File: config.mk
export PLATFORM = sky130hd
export DESIGN_NAME = serial_line_discipline_xon_xoff
export DESIGN_NICKNAME = d
export VERILOG_FILES = /design/src/sv/sldx_pkg.sv /design/src/sv/sldx_ctrl.sv /design/src/sv/sldx_datapath.sv /design/src/sv/serial_line_discipline_xon_xoff.sv
export SDC_FILE = /design/constraint.sdc
export NUM_CORES = 2
export LEC_CHECK = 0
export BUFFER_PORTS_ARGS = -buffer_cell sky130_fd_sc_hd__clkbuf_2
export CAP_MARGIN = 0
export CORE_AREA = 2 2 381 383
export DETAILED_ROUTE_END_ITERATION = 8
export DIE_AREA = 0 0 383 385
export MAX_ROUTING_LAYER = met4
export PLACE_DENSITY = 0.83
export SLEW_MARGIN = 20
export SYNTH_ARGS = -nofsm -noshare
export SYNTH_HDL_FRONTEND = slang
export SYNTH_SLANG_ARGS = --single-unit
File: constraint.sdc
create_clock -name aclk -period 5.7 [get_ports aclk]
set_input_delay 0 -clock aclk [delete_from_list [all_inputs] [get_ports aclk]]
set_output_delay 0 -clock aclk [all_outputs]
set_load 0.05 [all_outputs]
File: src/sv/sldx_pkg.sv
// ----------------------------------------------------------------------------
// sldx_pkg
// Shared types and constants for the serial line discipline with XON/XOFF.
// ----------------------------------------------------------------------------
package sldx_pkg;

    localparam int QUEUE_DEPTH = 256;
    localparam int PTR_W       = $clog2(QUEUE_DEPTH);
    localparam int CNT_W       = PTR_W + 1;
    localparam int HEAD_W      = 9;
    localparam int CMP_W       = (CNT_W > HEAD_W) ? CNT_W : HEAD_W;
    localparam int CFG_IDX_W   = 3;
    localparam int CFG_DATA_W  = 9;

    localparam logic [7:0] ASCII_MASK = 8'h7f;
    localparam logic [7:0] CH_CR      = 8'h0d;
    localparam logic [7:0] CH_NL      = 8'h0a;

    localparam int MF_STRIP = 0;
    localparam int MF_INTR  = 1;
    localparam int MF_IXON  = 2;
    localparam int MF_IXANY = 3;
    localparam int MF_IXOFF = 4;
    localparam int MF_ICRNL = 5;
    localparam int MF_ONLCR = 6;

    typedef enum logic [1:0] {
        OP_RECV  = 2'd0,
        OP_POP   = 2'd1,
        OP_WRITE = 2'd2
    } op_t;

    typedef enum logic [2:0] {
        KIND_TX    = 3'd0,
        KIND_READ  = 3'd1,
        KIND_INTR  = 3'd2,
        KIND_EMPTY = 3'd3,
        KIND_HELD  = 3'd4
    } kind_t;

    typedef enum logic [CFG_IDX_W-1:0] {
        REG_MODE     = 3'd0,
        REG_INTR     = 3'd1,
        REG_STOP     = 3'd2,
        REG_START    = 3'd3,
        REG_HEADROOM = 3'd4
    } reg_idx_t;

    typedef enum logic [1:0] {
        ST_IDLE,
        ST_OUT0,
        ST_OUT1
    } state_t;

    typedef struct packed {
        logic exec;
        logic second;
    } dp_cmd_t;

    typedef struct packed {
        logic [1:0] nres;
        logic       two;
    } dp_stat_t;

endpackage

File: src/sv/sldx_ctrl.sv
// ----------------------------------------------------------------------------
// sldx_ctrl
// Controller: accepts one item, then presents its results one transfer at a time.
// ----------------------------------------------------------------------------
module sldx_ctrl
    import sldx_pkg::*;
(
    input  logic     aclk,
    input  logic     aresetn,
    input  logic     s_valid,
    output logic     s_ready,
    output logic     m_valid,
    input  logic     m_ready,
    input  dp_stat_t stat,
    output dp_cmd_t  cmd
);

    state_t state_reg;
    state_t state_next;

    always_ff @(posedge aclk) begin
        if (!aresetn) begin
            state_reg <= ST_IDLE;
        end else begin
            state_reg <= state_next;
        end
    end

    always_comb begin
        state_next = state_reg;
        s_ready    = 1'b0;
        m_valid    = 1'b0;
        cmd.exec   = 1'b0;
        cmd.second = 1'b0;
        unique case (state_reg)
            ST_IDLE: begin
                s_ready  = 1'b1;
                cmd.exec = s_valid;
                if (s_valid && (stat.nres != 2'd0)) begin
                    state_next = ST_OUT0;
                end
            end
            ST_OUT0: begin
                m_valid = 1'b1;
                if (m_ready) begin
                    state_next = stat.two ? ST_OUT1 : ST_IDLE;
                end
            end
            ST_OUT1: begin
                m_valid    = 1'b1;
                cmd.second = 1'b1;
                if (m_ready) begin
                    state_next = ST_IDLE;
                end
            end
            default: begin
                state_next = ST_IDLE;
            end
        endcase
    end

endmodule

File: src/sv/sldx_datapath.sv
// ----------------------------------------------------------------------------
// sldx_datapath
// Configuration registers, receive queue, flow state and result slots.
// ----------------------------------------------------------------------------
module sldx_datapath
    import sldx_pkg::*;
(
    input  logic                  aclk,
    input  logic                  aresetn,
    input  logic                  cfg_we,
    input  logic [CFG_IDX_W-1:0]  cfg_index,
    input  logic [CFG_DATA_W-1:0] cfg_wdata,
    input  logic [1:0]            s_op,
    input  logic [7:0]            s_data,
    input  dp_cmd_t               cmd,
    output dp_stat_t              stat,
    output logic [2:0]            m_kind,
    output logic [7:0]            m_byte_out,
    output logic                  m_rx_stop,
    output logic                  m_last
);

    logic [6:0]       mode_reg;
    logic [7:0]       intr_reg;
    logic [7:0]       stop_reg;
    logic [7:0]       start_reg;
    logic [HEAD_W-1:0] headroom_reg;

    logic [7:0]       mem [QUEUE_DEPTH];
    logic [7:0]       rd_data_reg;
    logic [CNT_W-1:0] fill_reg, fill_next;
    logic [PTR_W-1:0] head_reg, head_next;
    logic [PTR_W-1:0] tail_reg, tail_next;
    logic             held_reg, held_next;
    logic             stopped_reg, stopped_next;
    logic             two_reg;
    logic [2:0]       kind0_reg, kind1_reg;
    logic [7:0]       byte0_reg, byte1_reg;

    logic [1:0]       nres;
    logic [2:0]       kind0, kind1;
    logic [7:0]       byte0, byte1;
    logic [7:0]       ch;
    logic [CNT_W-1:0] space;
    logic             mem_we;
    logic [7:0]       rd_byte;
    logic [2:0]       sel_kind;
    logic [7:0]       sel_byte;

    always_ff @(posedge aclk) begin
        if (!aresetn) begin
            mode_reg     <= 7'd103;
            intr_reg     <= 8'd3;
            stop_reg     <= 8'd19;
            start_reg    <= 8'd17;
            headroom_reg <= 9'd20;
        end else if (cfg_we) begin
            unique case (cfg_index)
                REG_MODE:     mode_reg     <= cfg_wdata[6:0];
                REG_INTR:     intr_reg     <= cfg_wdata[7:0];
                REG_STOP:     stop_reg     <= cfg_wdata[7:0];
                REG_START:    start_reg    <= cfg_wdata[7:0];
                REG_HEADROOM: headroom_reg <= cfg_wdata[HEAD_W-1:0];
                default: ;
            endcase
        end
    end

    always_comb begin
        ch           = mode_reg[MF_STRIP] ? (s_data & ASCII_MASK) : s_data;
        space        = CNT_W'(QUEUE_DEPTH) - fill_reg;
        fill_next    = fill_reg;
        head_next    = head_reg;
        tail_next    = tail_reg;
        held_next    = held_reg;
        stopped_next = stopped_reg;
        mem_we       = 1'b0;
        nres         = 2'd0;
        kind0        = KIND_TX;
        kind1        = KIND_TX;
        byte0        = 8'd0;
        byte1        = 8'd0;
        unique case (s_op)
            OP_RECV: begin
                priority if (mode_reg[MF_INTR] && (ch == intr_reg)) begin
                    nres  = 2'd1;
                    kind0 = KIND_INTR;
                end else if (mode_reg[MF_IXON] && mode_reg[MF_IXANY] && held_reg) begin
                    held_next = 1'b0;
                end else if (mode_reg[MF_IXON] && (ch == stop_reg)) begin
                    held_next = 1'b1;
                end else if (mode_reg[MF_IXON] && (ch == start_reg)) begin
                    held_next = 1'b0;
                end else if (space != '0) begin
                    mem_we    = 1'b1;
                    tail_next = (tail_reg == PTR_W'(QUEUE_DEPTH - 1)) ? '0 : tail_reg + 1'b1;
                    fill_next = fill_reg + 1'b1;
                    if ((CMP_W'(space) < CMP_W'(headroom_reg)) && !stopped_reg) begin
                        stopped_next = 1'b1;
                        if (mode_reg[MF_IXOFF]) begin
                            nres  = 2'd1;
                            byte0 = stop_reg;
                        end
                    end
                end else begin
                    nres = 2'd0;
                end
            end
            OP_POP: begin
                if (fill_reg == '0) begin
                    nres  = 2'd1;
                    kind0 = KIND_EMPTY;
                end else begin
                    head_next = (head_reg == PTR_W'(QUEUE_DEPTH - 1)) ? '0 : head_reg + 1'b1;
                    fill_next = fill_reg - 1'b1;
                    nres      = 2'd1;
                    kind0     = KIND_READ;
                    if ((CMP_W'(fill_reg) < CMP_W'(headroom_reg)) && stopped_reg) begin
                        stopped_next = 1'b0;
                        if (mode_reg[MF_IXOFF]) begin
                            nres  = 2'd2;
                            kind0 = KIND_TX;
                            byte0 = start_reg;
                            kind1 = KIND_READ;
                        end
                    end
                end
            end
            OP_WRITE: begin
                nres = 2'd1;
                if (held_reg) begin
                    kind0 = KIND_HELD;
                end else if (mode_reg[MF_ONLCR] && (s_data == CH_NL)) begin
                    nres  = 2'd2;
                    byte0 = CH_CR;
                    byte1 = s_data;
                end else begin
                    byte0 = s_data;
                end
            end
            default: begin
                nres = 2'd0;
            end
        endcase
    end

    always_ff @(posedge aclk) begin
        if (cmd.exec && mem_we) begin
            mem[tail_reg] <= ch;
        end
        if (cmd.exec) begin
            rd_data_reg <= mem[head_reg];
            kind0_reg   <= kind0;
            kind1_reg   <= kind1;
            byte0_reg   <= byte0;
            byte1_reg   <= byte1;
        end
    end

    always_ff @(posedge aclk) begin
        if (!aresetn) begin
            fill_reg    <= '0;
            head_reg    <= '0;
            tail_reg    <= '0;
            held_reg    <= 1'b0;
            stopped_reg <= 1'b0;
            two_reg     <= 1'b0;
        end else if (cmd.exec) begin
            fill_reg    <= fill_next;
            head_reg    <= head_next;
            tail_reg    <= tail_next;
            held_reg    <= held_next;
            stopped_reg <= stopped_next;
            two_reg     <= (nres == 2'd2);
        end
    end

    always_comb begin
        rd_byte = (mode_reg[MF_ICRNL] && (rd_data_reg == CH_CR)) ? CH_NL : rd_data_reg;
        sel_kind = cmd.second ? kind1_reg : kind0_reg;
        sel_byte = cmd.second ? byte1_reg : byte0_reg;
    end

    assign stat.nres  = nres;
    assign stat.two   = two_reg;
    assign m_kind     = sel_kind;
    assign m_byte_out = (sel_kind == KIND_READ) ? rd_byte : sel_byte;
    assign m_rx_stop  = stopped_reg;
    assign m_last     = cmd.second || !two_reg;

endmodule

File: src/sv/serial_line_discipline_xon_xoff.sv
// ----------------------------------------------------------------------------
// serial_line_discipline_xon_xoff
// Line discipline of one serial channel with XON/XOFF software flow control.
// ----------------------------------------------------------------------------
//   Channel   Handshake          Payload
//   s_        s_valid/s_ready    s_op, s_data
//   m_        m_valid/m_ready    m_kind, m_byte_out, m_rx_stop, m_last
//   cfg_      cfg_we             cfg_index, cfg_wdata
//
// An item is taken while the block is idle; an item with results (one or two)
// then holds the input off while the result sequencer presents the registered
// result slots one transfer at a time.
// Reset clears flags and queue pointers; queue contents are not cleared.
// A stalled result transfer holds the block and its outputs unchanged.
// ----------------------------------------------------------------------------
module serial_line_discipline_xon_xoff
    import sldx_pkg::*;
(
    input  logic                  aclk,
    input  logic                  aresetn,
    input  logic                  cfg_we,
    input  logic [CFG_IDX_W-1:0]  cfg_index,
    input  logic [CFG_DATA_W-1:0] cfg_wdata,
    input  logic                  s_valid,
    output logic                  s_ready,
    input  logic [1:0]            s_op,
    input  logic [7:0]            s_data,
    output logic                  m_valid,
    input  logic                  m_ready,
    output logic [2:0]            m_kind,
    output logic [7:0]            m_byte_out,
    output logic                  m_rx_stop,
    output logic                  m_last
);

    dp_cmd_t  cmd;
    dp_stat_t stat;

    sldx_ctrl u_ctrl (
        .aclk    (aclk),
        .aresetn (aresetn),
        .s_valid (s_valid),
        .s_ready (s_ready),
        .m_valid (m_valid),
        .m_ready (m_ready),
        .stat    (stat),
        .cmd     (cmd)
    );

    sldx_datapath u_datapath (
        .aclk       (aclk),
        .aresetn    (aresetn),
        .cfg_we     (cfg_we),
        .cfg_index  (cfg_index),
        .cfg_wdata  (cfg_wdata),
        .s_op       (s_op),
        .s_data     (s_data),
        .cmd        (cmd),
        .stat       (stat),
        .m_kind     (m_kind),
        .m_byte_out (m_byte_out),
        .m_rx_stop  (m_rx_stop),
        .m_last     (m_last)
    );

    a_no_overlap: assert property (@(posedge aclk) disable iff (!aresetn)
        m_valid |-> !s_ready)
        else $error("Input accepted while a result is pending.");

    a_last_frees: assert property (@(posedge aclk) disable iff (!aresetn)
        (m_valid && m_ready && m_last) |=> s_ready)
        else $error("Block not ready after the final result transfer.");

    a_second_follows: assert property (@(posedge aclk) disable iff (!aresetn)
        (m_valid && m_ready && !m_last) |=> (m_valid && m_last))
        else $error("Second result missing after the first transfer.");

    a_empty_no_stop: assert property (@(posedge aclk) disable iff (!aresetn)
        (m_valid && (m_kind == KIND_EMPTY)) |-> m_last)
        else $error("Queue-empty result is not the only result.");

endmodule
* After elaboration in Yosys (flattened, before gate mapping)
Memory sizes are Yosys's and may differ from the RTL's. A register that Yosys moved wholly into a read port is not among the register bits. Cells that the tools add are included.
Storage, ports and cells: register bits 92, memory bits (writable) 2048, input port bits 27, output and inout bits 15, memories 1
Memory list:
- u_datapath.mem | depth 256, width 8, read ports 1, clocked after memory_dff 1, write ports 1, line sldx_datapath.sv:29 | logic [7:0] mem [QUEUE_DEPTH];
Cells by class: add/sub/neg operators 5, magnitude comparators 2, eq/ne operators 28, muxes and demuxes 76, bitwise operators 9, reduce and logical (&&, ||, !) cells 36
Operator list (number):
- $mux 8 | 18
- $mux 9 | 6
- $mux 2 | 16
- $mux 1 | 26
- $eq 8x8->1 | 3
- $pmux 8 s3 | 1
- $lt 9x9->1 | 2
- $pmux 9 s2 | 1
- $add 8x1->8 const B | 2
- $eq 8x4->1 const B | 2
- $eq 8x8->1 const B | 2
- $ne 2x2->1 const B | 7
- $mux 3 | 4
- $pmux 2 s3 | 2
- $logic_and 1x1->1 | 11
- $reduce_and 10->1 | 1
- $reduce_and 2->1 | 5
- $add 9x1->9 const B | 1
- $logic_not 9->1 | 1
- $not 1->1 | 9
- $pmux 3 s3 | 1
- $reduce_bool 9->1 | 1
- $sub 9x1->9 const B | 1
- $sub 9x9->9 const A | 1
- 19 further kinds | 32

* Logic depth before layout (Yosys ltp)
depth after elaboration 14, depth in mapped cells 13, mapped depth without buffers 12

* Modules after synthesis
Synthesis repeated with hierarchy kept, for this count alone.
Second synthesis, totals: cells, all modules 4439, area total of the unflattened synthesis 85067.8 um^2
By module, submodules not included:
- sldx_datapath | times used 1, cells each 4421, area an instance 84901.4 um^2, sequential area each 63701.1 um^2
- sldx_ctrl | times used 1, cells each 18, area an instance 166.4 um^2, sequential area each 40.0 um^2

* Least setup slack after synthesis
Ideal clock, no wire load.
path kind reg2reg, start reg u_datapath.mode_reg[0], end mem u_datapath.mem[207][0], enable pin, library setup time 395 ps, arrival 4146 ps, data required time 5305 ps, slack 1159 ps, stages on the path, launching flop included 10, path buffers 2, clock period less this slack 4541 ps, cells stage by stage dfxtp_1 nor2b_1 buf_2 xor2_1 o31ai_1 nor2_1 and2_4 buf_6 nand2_1 nor4_1
Between the ends: longest elaborated chain between the ends 11
Ends and longest elaborated chain:
- start: declaration | line sldx_datapath.sv:23 | logic [6:0] mode_reg;
- start signal: assignment | line sldx_datapath.sv:59 | REG_MODE: mode_reg <= cfg_wdata[6:0];
- $mux 8 * | line sldx_datapath.sv:70 | ch = mode_reg[MF_STRIP] ? (s_data & ASCII_MASK) : s_data;
- via u_datapath.ch[7] | line sldx_datapath.sv:43 | logic [7:0] ch;
- $eq 8x8->1 | line sldx_datapath.sv:92 | end else if (mode_reg[MF_IXON] && (ch == start_reg)) begin
- $logic_and 1x1->1 | line sldx_datapath.sv:92
- $mux 1 | line sldx_datapath.sv:92
- $mux 1 | line sldx_datapath.sv:90 | end else if (mode_reg[MF_IXON] && (ch == stop_reg)) begin
- $mux 1 | line sldx_datapath.sv:88 | end else if (mode_reg[MF_IXON] && mode_reg[MF_IXANY] && held_reg) begin
- $mux 1 * | line sldx_datapath.sv:85 | priority if (mode_reg[MF_INTR] && (ch == intr_reg)) begin
- $mux 1 * | line sldx_datapath.sv:83 | unique case (s_op)
- $logic_and 1x1->1 * | line sldx_datapath.sv:148 | if (cmd.exec && mem_we) begin
- $mux 1 * | line sldx_datapath.sv:148
- $mux 1 (implied by the code) * | line sldx_datapath.sv:149 | mem[tail_reg] <= ch;
- end: declaration | line sldx_datapath.sv:29
Mark *: on every way through the listed nets, which the timed path passes. The rest lies on a longest branch.

* Worst setup path after layout
start reg u_datapath.fill_reg[2], end mem u_datapath.mem[47][2], enable pin
Between the ends: longest elaborated chain between the ends 11
Ends and longest elaborated chain:
- start: declaration | line sldx_datapath.sv:31 | logic [CNT_W-1:0] fill_reg, fill_next;
- start signal: assignment | line sldx_datapath.sv:169 | fill_reg <= fill_next;
- $sub 9x9->9 | line sldx_datapath.sv:71 | space = CNT_W'(QUEUE_DEPTH) - fill_reg;
- $reduce_bool 9->1 | line sldx_datapath.sv:94 | end else if (space != '0) begin
- $mux 1 | line sldx_datapath.sv:94
- $mux 1 | line sldx_datapath.sv:92
- $mux 1 | line sldx_datapath.sv:90
- $mux 1 | line sldx_datapath.sv:88
- $mux 1 | line sldx_datapath.sv:85
- $mux 1 | line sldx_datapath.sv:83
- $logic_and 1x1->1 | line sldx_datapath.sv:148
- $mux 1 | line sldx_datapath.sv:148
- $mux 1 (implied by the code) | line sldx_datapath.sv:149
Every way passes these cells.

==> impl_metrics.ini <==
[global_routing]
overflow = 0
grt_pass1_vias = 45600
grt_antenna_before_repair = 10
global_route_wire_length_before_repair_um = 331000
grt_max_degree = 185
grt.total_usage_pct = 32.5

[routing]
wire_per_inst_um = 36.1
number_of_remaining_drc_errors = 1
firstDrtPassIters = 9
drt-total-wl_um = 232000
drtIter0Drc = 8512
dr_total_vias = 46700
route.antenna.remaining_nets = 0
drt-vias-per-instance = 7.26

[floorplanning]
fp.dieArea_um2 = 147000
placeableCoreArea_um2 = 143000
dieWidth_um = 383
initial_standard_cell_utilization_of_the_core_pct = 58.6
ios = 42
fp.dieH_um = 385
core.rowCount = 139

[timing]
period_share_pct = 83.4
period_minus_slack_ns = 4.76
finalHoldViolCount = 0
timing_worst_slew_pin_value_ns = 1.25
worst_clock_skew_ns = 0.0388
grt_setup_unrepaired = false
fmax_mhz = 210
report.final.slew_viol_count = 0
setup_viol = 0
slew-limit-headroom_pct = 16.8
setup_tns_ns = 0

[clock_network]
clk_root_buffer_cell = sky130_fd_sc_hd__clkbuf_16
cts.repair_timing.setup_buffer_count = 0
path_clk_slew_ns = 0.07
numCtsBuffers = 193
clock_tree.buffer_depth = 3
h_tree_lvl_count = 4
worst_skew_pair.late_latency_ns = 0.84
tritoncts_sink_count = 2146
cts_tree = done

[hold_path]
worstHoldPathType = primary input to register

[power]
max-vdd-ir-drop_mv = 0.320
power.static_leakage_nw = 28.4
pwr_density_nw_per_um2 = 342

[flow_run]
cap_viol_max_count = 0

[logic_synthesis]
sequential_share_of_the_synthesized_area_pct = 75.9
synth_top_flop_cell = sky130_fd_sc_hd__edfxtp_1
mappedNetlistArea_um2 = 83900
syn-instance-count = 4197
synth_edf_count = 2076
synth_cell_type_count = 68
synthesized_area_per_cell_um2 = 20.0
ys_seq_elements = 2146
synth_async_sr_flop_share_pct = 0
ys_warn_count = 0

[layout]
area_delta_synth_final_pct = 11.3
largest_register_ff_count = 2048
fillCellCount = 8407
seq_area_um2 = 63800
post-route-cell-area_um2 = 93500
final_layout_size_suffix_gt1_share_pct = 21.8
multi_input_area_um2 = 19000
layout.nets = 4409

[placement]
hpwl_um = 129000
buffer_ports.inserted = 41
postPlaceCellArea_um2 = 86500
gp_routability_congestion = 0.903

[worst_setup_path]
critPathSlowestCell = sky130_fd_sc_hd__nor2_1
critical_path.endpoint_type = register
critPathLaunchType = register
critical_path_class = register to register
crit_required_ns = 6.16
cell_chain_of_the_critical_path = nor4_1, nor4bb_1, ha_1, nand2_1, or4_1, o311a_4, and2_4, nand3_1, nor2_1
timing.critical_path.buf_inv = 0
critical_path.max_stage_delay_ns = 0.91
critical_path_arrival_ns = 5.22
worst-path-max-fanout = 16
cp_top_family = simple AND/OR/NAND/NOR gates

[run_status]
run_status = complete, but fails checks
violated_checks = DRC
area by class of cell:
class / instances / area share [%]
diodes: 11 / 0.0295
repair buffers: 195 / 1.89
flip-flops and latches: 2146 / 68.2
clock buffers: 230 / 5.60
inverters: 28 / 0.112
multi-input cells: 1783 / 20.3
well taps: 1903 / 2.55
clock inverters: 132 / 1.28
synthesized netlist by cell type, drive strengths merged (25+ instances only):
cell type | n | share of area, %
xnor2 | 38 | 0.40
clkbuf | 115 | 0.52
nand3 | 69 | 0.44
a21oi | 129 | 0.77
buf | 130 | 0.92
a22oi | 184 | 1.6
edfxtp | 2076 | 74
mux4 | 504 | 14
dfxtp | 70 | 1.7
a221oi | 26 | 0.27
o21ai | 25 | 0.15
ha | 34 | 0.51
mux2i | 47 | 0.56
inv | 26 | 0.12
nand2 | 160 | 0.72
nor2 | 316 | 1.4
worst paths after layout:
kind | cells after the start | startpoint | slack (ns) | to
worst max-delay path | 9 | u_datapath.fill_reg[2] | 0.94 | u_datapath.mem[47][2]
worst min-delay path | 4 | cfg_wdata[4] | 0.07 | u_datapath.mode_reg[4]
worst max register to register | 9 | u_datapath.fill_reg[2] | 0.94 | u_datapath.mem[47][2]
worst min register to register | 2 | u_datapath.headroom_reg[5] | 0.46 | u_datapath.headroom_reg[5]
cells in the final DEF, fill, tap and decap left out, types with 47 or more instances in the layout:
cell type	instances
sky130_fd_sc_hd__edfxtp_1	2076
sky130_fd_sc_hd__mux4_2	504
sky130_fd_sc_hd__nor2_1	312
sky130_fd_sc_hd__clkbuf_16	203
sky130_fd_sc_hd__a22oi_1	184
sky130_fd_sc_hd__nand2_1	160
sky130_fd_sc_hd__a21oi_1	128
sky130_fd_sc_hd__buf_4	87
sky130_fd_sc_hd__dfxtp_1	66
sky130_fd_sc_hd__nand3_1	63
sky130_fd_sc_hd__dlygate4sd3_1	49
sky130_fd_sc_hd__mux2i_1	47
sky130_fd_sc_hd__clkinv_1	47
report_power, final:
part	switching [mW]	total, mW	internal (mW)
combinational	0.844	1.33	0.486
clock	5.88	13.3	7.39
sequential	0.0488	17.3	17.3
total	6.78	31.9	25.2
metrics by stage:
step / utilization, % / hold slack, ns / std cells / total power, mW / setup WS [ns]
2_1_floorplan: - / 0.0989 / 4202 / 18.4 / 1.16
3_3_place_gp: 60.4 / 0.225 / 6006 / 18.9 / 1.26
3_5_place_dp: 60.4 / 0.244 / 6006 / 18.9 / 1.18
4_1_cts: 65.3 / 0.0124 / 6417 / 31.9 / 1.07
5_1_grt: 65.3 / 0.0823 / 6425 / 32.5 / 0.798
6_report: 65.3 / 0.0695 / 6428 / 31.9 / 0.944
logic make-up (layout without fill, tap and decap cells):
| logic type | count (synthesis) | after routing | share of synthesized area (%) |
|---|---|---|---|
| xor gates and xnor gates | 48 | 48 | 0.501 |
| muxes | 555 | 555 | 14.1 |
| DFF | 2146 | 2146 | 75.9 |
| adders and majority gates | 35 | 35 | 0.531 |
| AOI/OAI and AO/OA | 447 | 447 | 3.63 |
| buffers and inverters | 273 | 585 | 1.57 |
| and+or+nand+nor | 692 | 692 | 3.70 |
| other | 1 | 17 | 0.00447 |
layer usage:
| layer | track usage, % | part of all wire [%] | vias up |
|---|---|---|---|
| li1 | - | - | 17600 |
| met2 | 48.8 | 47 | 4726 |
| met1 | 41.4 | 32 | 23500 |
| met5 | - | 0 | - |
| met4 | 17.1 | 6.2 | 0 |
| met3 | 8.36 | 14 | 880 |
repair_timing:
item | in CTS | in global routing
gates resized for setup | 0 | 0
hold buffers | 49 | 0
endpoints found under the hold margin | 350 | 0
worst register-to-register path: cells and delay by family (launching register included):
family          cells  cell delay (ns)
flops               1             0.39
fa+ha+maj           1             0.31
simple gates        7             3.37
compound gates      1             0.32
(Power assumes the default switching activity.)
